[src/rtl/core/fat12ccs_pkg.sv]
// ----------------------------------------------------------------------------
// fat12ccs_pkg
// Shared types and constants for the FAT12 cluster chain step block.
// ----------------------------------------------------------------------------
`default_nettype none

package fat12ccs_pkg;

  // input word kinds, carried on tuser
  localparam logic FUNC_LOAD      = 1'b0;
  localparam logic FUNC_TRANSLATE = 1'b1;

  // configuration register indexes
  localparam logic REG_DATA_START          = 1'b0;
  localparam logic REG_SECTORS_PER_CLUSTER = 1'b1;

  localparam int CFG_DATA_W   = 32;
  localparam int TBL_INDEX_W  = 13;
  localparam int CLUSTER_W    = 12;
  localparam int SECTOR_W     = 32;
  localparam int SPC_W        = 8;
  // wide enough for any byte position of the largest table
  localparam int POS_W        = 17;

  localparam logic [CLUSTER_W-1:0] CHAIN_END_MIN      = 12'hFF8;
  localparam logic [SECTOR_W-1:0]  FIRST_DATA_CLUSTER = 32'd2;

  typedef struct packed {
    logic [SECTOR_W-1:0] data_start;
    logic [SPC_W-1:0]    sectors_per_cluster;
  } cfg_regs_t;

  typedef struct packed {
    logic                   wr;
    logic                   rd;
    logic [TBL_INDEX_W-1:0] index;
    logic [7:0]             wbyte;
    logic [CLUSTER_W-1:0]   cluster;
  } tbl_cmd_t;

endpackage

`default_nettype wire

[src/rtl/core/fat12ccs_cfg.sv]
// ----------------------------------------------------------------------------
// fat12ccs_cfg
// Configuration registers: data start sector and sectors per cluster.
// ----------------------------------------------------------------------------
`default_nettype none

module fat12ccs_cfg (
  input  wire logic                                 clk,
  input  wire logic                                 rst,
  input  wire logic                                 cfg_valid,
  output      logic                                 cfg_ready,
  input  wire logic                                 cfg_index,
  input  wire logic [fat12ccs_pkg::CFG_DATA_W-1:0]  cfg_data,
  output      fat12ccs_pkg::cfg_regs_t              regs
);
  import fat12ccs_pkg::*;

  assign cfg_ready = 1'b1;

  always_ff @(posedge clk) begin
    if (rst) begin
      regs.data_start          <= '0;
      regs.sectors_per_cluster <= SPC_W'(1);
    end else if (cfg_valid && cfg_ready) begin
      unique case (cfg_index)
        REG_DATA_START:          regs.data_start          <= cfg_data;
        REG_SECTORS_PER_CLUSTER: regs.sectors_per_cluster <= cfg_data[SPC_W-1:0];
        default: ;
      endcase
    end
  end

endmodule

`default_nettype wire

[config.mk]
export PLATFORM = sky130hd
export DESIGN_NAME = fat12ccs_cfg
export DESIGN_NICKNAME = d
export VERILOG_FILES = /design/src/rtl/core/fat12ccs_pkg.sv /design/src/rtl/core/fat12ccs_cfg.sv
export SDC_FILE = /design/constraint.sdc
export NUM_CORES = 1
export LEC_CHECK = 0
export ABC_AREA = 1
export BUFFER_PORTS_ARGS = -buffer_cell sky130_fd_sc_hd__buf_4
export CORE_UTILIZATION = 41
export CTS_CLUSTER_SIZE = 25
export DETAILED_ROUTE_END_ITERATION = 6
export HOLD_SLACK_MARGIN = 0.12
export PLACE_DENSITY = 0.73
export REMOVE_ABC_BUFFERS = 1
export SYNTH_ARGS = -nofsm -noshare
export SYNTH_HDL_FRONTEND = slang
export SYNTH_SLANG_ARGS = --single-unit
[constraint.sdc]
create_clock -name clk -period 0.8 [get_ports clk]
set_input_delay 0.08 -clock clk [delete_from_list [all_inputs] [get_ports clk]]
set_output_delay 0.08 -clock clk [all_outputs]
set_load 0.05 [all_outputs]
# --- Word-level counts from Yosys, hierarchy flattened ---
# Cells that the tools add are included.
totals:
  regBits: 40
  latch_bits: 0
  ramBits: 0
  romBits: 0
  in_bits: 36
  output_inout_bits: 41
  elab_cells: 5
  mem_count: 0
op_classes:
  addsub: 0
  n_mul: 0
  n_div: 0
  order_cmp: 0
  eq_ne: 0
  shifts: 0
  mux: 0
  bitwise_logic: 1
  reduce_logical: 2
op_table:
  columns: ["cell", "n"]
  rows:
  - ["2-bit AND reduction", 2]
  - ["1-bit NOT", 1]

# --- Logic depth before layout (Yosys ltp) ---
logic_depth:
  word_depth: 2
  depth_mapped: 6
  mapped_depth_nobuf: 4

# --- Worst setup path before layout ---
# Ideal clock, no wire load.
synth_path:
  path_type: "reg2reg"
  start: "register, netlist name regs[1]"
  end: "register regs[1] (netlist name)"
  setup_time_ns: 0.065
  arrival_time_ns: 0.794
  required_time_ns: 0.735
  setup_slack_ns: -0.059
  stages_incl_launch_ff: 3
  n_path_buf: 0
  synth_period_minus_slack_ns: 0.859
  path_cell_list: "dfxtp_1 > nor2_1 > nor2_1"
synth_lines:
  columns: ["element", "line_no", "rtl"]
  rows:
  - ["end: declaration", "fat12ccs_cfg.sv:14", "output fat12ccs_pkg::cfg_regs_t regs"]

# --- Worst setup path in the final report ---
layout_path:
  start: "register regs[1] (netlist name)"
  end: "output port regs[1] (netlist name)"
# No word-level cell between the ends.

==> flow_summary.toml <==
[clock_tree]
htreeDepth = 2
cts_buffers = 5
cts_buffer_depth = 2
cts_tree = "built"
cts_root_buffer = "clkbuf_8"
clock_sinks = 40
clkLatencyLatePin_ps = 290
clk_pin_slew_worst_paths_ps = 70

[placed_design]
hpwl_um = 2800
io_buffers = 75
gp_congestion = 0.824

[routing]
avgViaCountPerCell = 4.57
first_pass_iters = 4
drt_iter0_markers = 100
ant_nets = 0
vias = 1848
drc = 0
wl_per_cell_um = 12.4
drt_wl_total_um = 5030

[grt]
overflow = 0
grt_use_total = 0.226
antenna_found_initial = 0
grt_pass1_wl_um = 7330
grt_max_degree = 33
grt_pass1_vias = 1628

[floorplan]
rows = 22
die_area_mm2 = 0.00438
boundaryPins = 77
initial_core_util = 0.444
coreArea_mm2 = 0.00380
die_x_um = 66.2
chipHeight_um = 66.2

[critical_path]
worst-path-max-fanout = 2
critPathSlowestCell = "dfxtp_2"
r2r_slack_ps = 30
cp_top_family = "flip-flops"
end_kind = "output port"
arrival_ps = 810
worst-path-stages = 1
worstPathCellList = "buf_8"
path_buf_inv = 1
crit_type = "flip-flop to output port"
ff2ff_path_depth = 3
worstPathRequired_ps = 720
crit_path_start_kind = "flip-flop"
max_stage_delay_ps = 360

[timing]
slew_violations = 0
rsz0062_at_grt = "yes"
post-route-period-util = 1.11
finalHoldViolCount = 0
min_period_ps = 887
fmax_mhz = 1130
worst_hold_slack_ps = 219
setup_slack_ps = -87.4
setup_viol = 41
fin_skew_ps = 0

[job]
drv_cap = 0

[power_and_ir_drop]
pwr-share-clk = 0.260
p_seq_frac = 0.434
cellPowerDensity_mw_per_mm2 = 1700
p_switching_w = 0.00165
sw_frac_of_total = 0.315
total_power_w = 0.00523
p_int_w = 0.00359
irDropWorstVdd_mv = 1.31
combPwrFrac = 0.306
p_leak_nw = 1.59

[logic_synthesis]
yosysWarnings = 0
yosysUniqueCellTypes = 14
yosysSeqAreaShare = 0.474
synth_most_common_cell = "nor2_1"
syn_inst = 246
ys_ff_latch = 40
async_flop_share = 0
synth_common_cells = "78 x nor2_1, 40 x dfxtp_1, 35 x inv_1, 35 x nand2_1, 33 x nand3_1"
synth_area_leaders = "dfxtp_1 47%, nor2_1 17%, nand3_1 9.8%"
synthDominantCellAreaShare = 0.474
syn_area_mm2 = 0.00169
ys.flop_type = "dfxtp_1"
syn_avg_cell_area_um2 = 6.86
synth_top_area_cell = "dfxtp_1"
synth_edf_count = 0

[run_status]
outcome = "finished, violations left"
violations = "negative setup slack"

[hold_path]
whs_path_depth = 4
hp-class = "input port to flip-flop"

[cells_and_area]
antenna_cells = 0
largest_register_ffs = 40
num-fill-cells = 244
areaGrowthSynthToFinish_pct = 82.4
largest-register = "regs"
top_regs = "regs x40"
layout.nets = 391
final_core_util = 0.811
drive_gt1_frac = 0.393
[what timing repair did]
action / CTS / global route
pin swaps: 0 / 9
gates resized for setup: 99 / 33
hold buffers: 32 / 0
endpoints found under the setup margin: 40 / 57
hold endpoints to repair: 40 / 0
buffers inserted: 1 / 2
[routing by layer]
| layer | global-route usage | share of wire | vias up |
|---|---|---|---|
| met2 | 0.421 | 0.54 | 68 |
| met1 | 0.241 | 0.38 | 826 |
| met3 | 0.0569 | 0.056 | 10 |
| met5 | 0 | 0 | - |
| li1 | - | - | 944 |
| met4 | 0.0904 | 0.020 | 0 |
[metrics by stage]
step | TNS, ps | std cells | instance area (um^2) | worst slack, ps
4_1_cts | -2970 | 403 | 3000 | -87.8
3_3_place_gp | 0 | 362 | 2310 | 13.0
3_5_place_dp | -16.7 | 362 | 2310 | -6.65
6_report | -2670 | 404 | 3080 | -87.4
5_1_grt | -3760 | 404 | 3080 | -109
2_1_floorplan | -4870 | 231 | 1580 | -164
[final timing paths]
check / to / start
max reg2reg: regs[1] / regs[1]
max: regs[1] / regs[1]
min reg2reg: regs[25] / regs[25]
min: regs[0] / rst
[cell usage in the layout (no fill, tap or decap)]
master / Yosys / final
nor2_4: 1 / 1
clkbuf_8: 0 / 6
buf_4: 2 / 41
dlymetal6s4s_1: 0 / 6
buf_12: 0 / 4
buf_8: 0 / 32
nand2_1: 35 / 35
dfxtp_2: 0 / 40
nand3_2: 0 / 2
clkbuf_1: 2 / 2
buf_6: 6 / 8
nor2_1: 78 / 78
conb_1: 1 / 1
inv_2: 1 / 6
dlygate4sd3_1: 0 / 26
o21ai_1: 0 / 7
inv_1: 35 / 30
nand3_1: 33 / 31
[kinds of logic (layout without fill, tap and decap cells)]
group,count (synthesis),after routing,synth area share
AND/OR/NAND/NOR,147,147,0.356
buffers and inverters,51,161,0.147
other,1,1,0.00222
AO/OA/AOI/OAI,7,7,0.0208
flip-flops,40,40,0.474
[power by group through the flow]
stage          Sequential (W)  Combinational (W)  Clock [W]
3_5_place_dp          0.00224            0.00127          0
4_1_cts               0.00226            0.00153    0.00140
6_report              0.00227            0.00160    0.00136
5_1_grt               0.00228            0.00170    0.00149
3_3_place_gp          0.00224            0.00126          0
2_1_floorplan         0.00269           0.000306          0
[cell type report]
cell class	count	area (um^2)	area share
timing repair buffer	117	1290	0.420
sequential	40	851	0.276
multi-input combinational	155	649	0.211
inverter	36	135	0.0439
clock buffer	8	90.1	0.0293
tap	48	60.1	0.0195
Power figures use the tool's default switching activity.
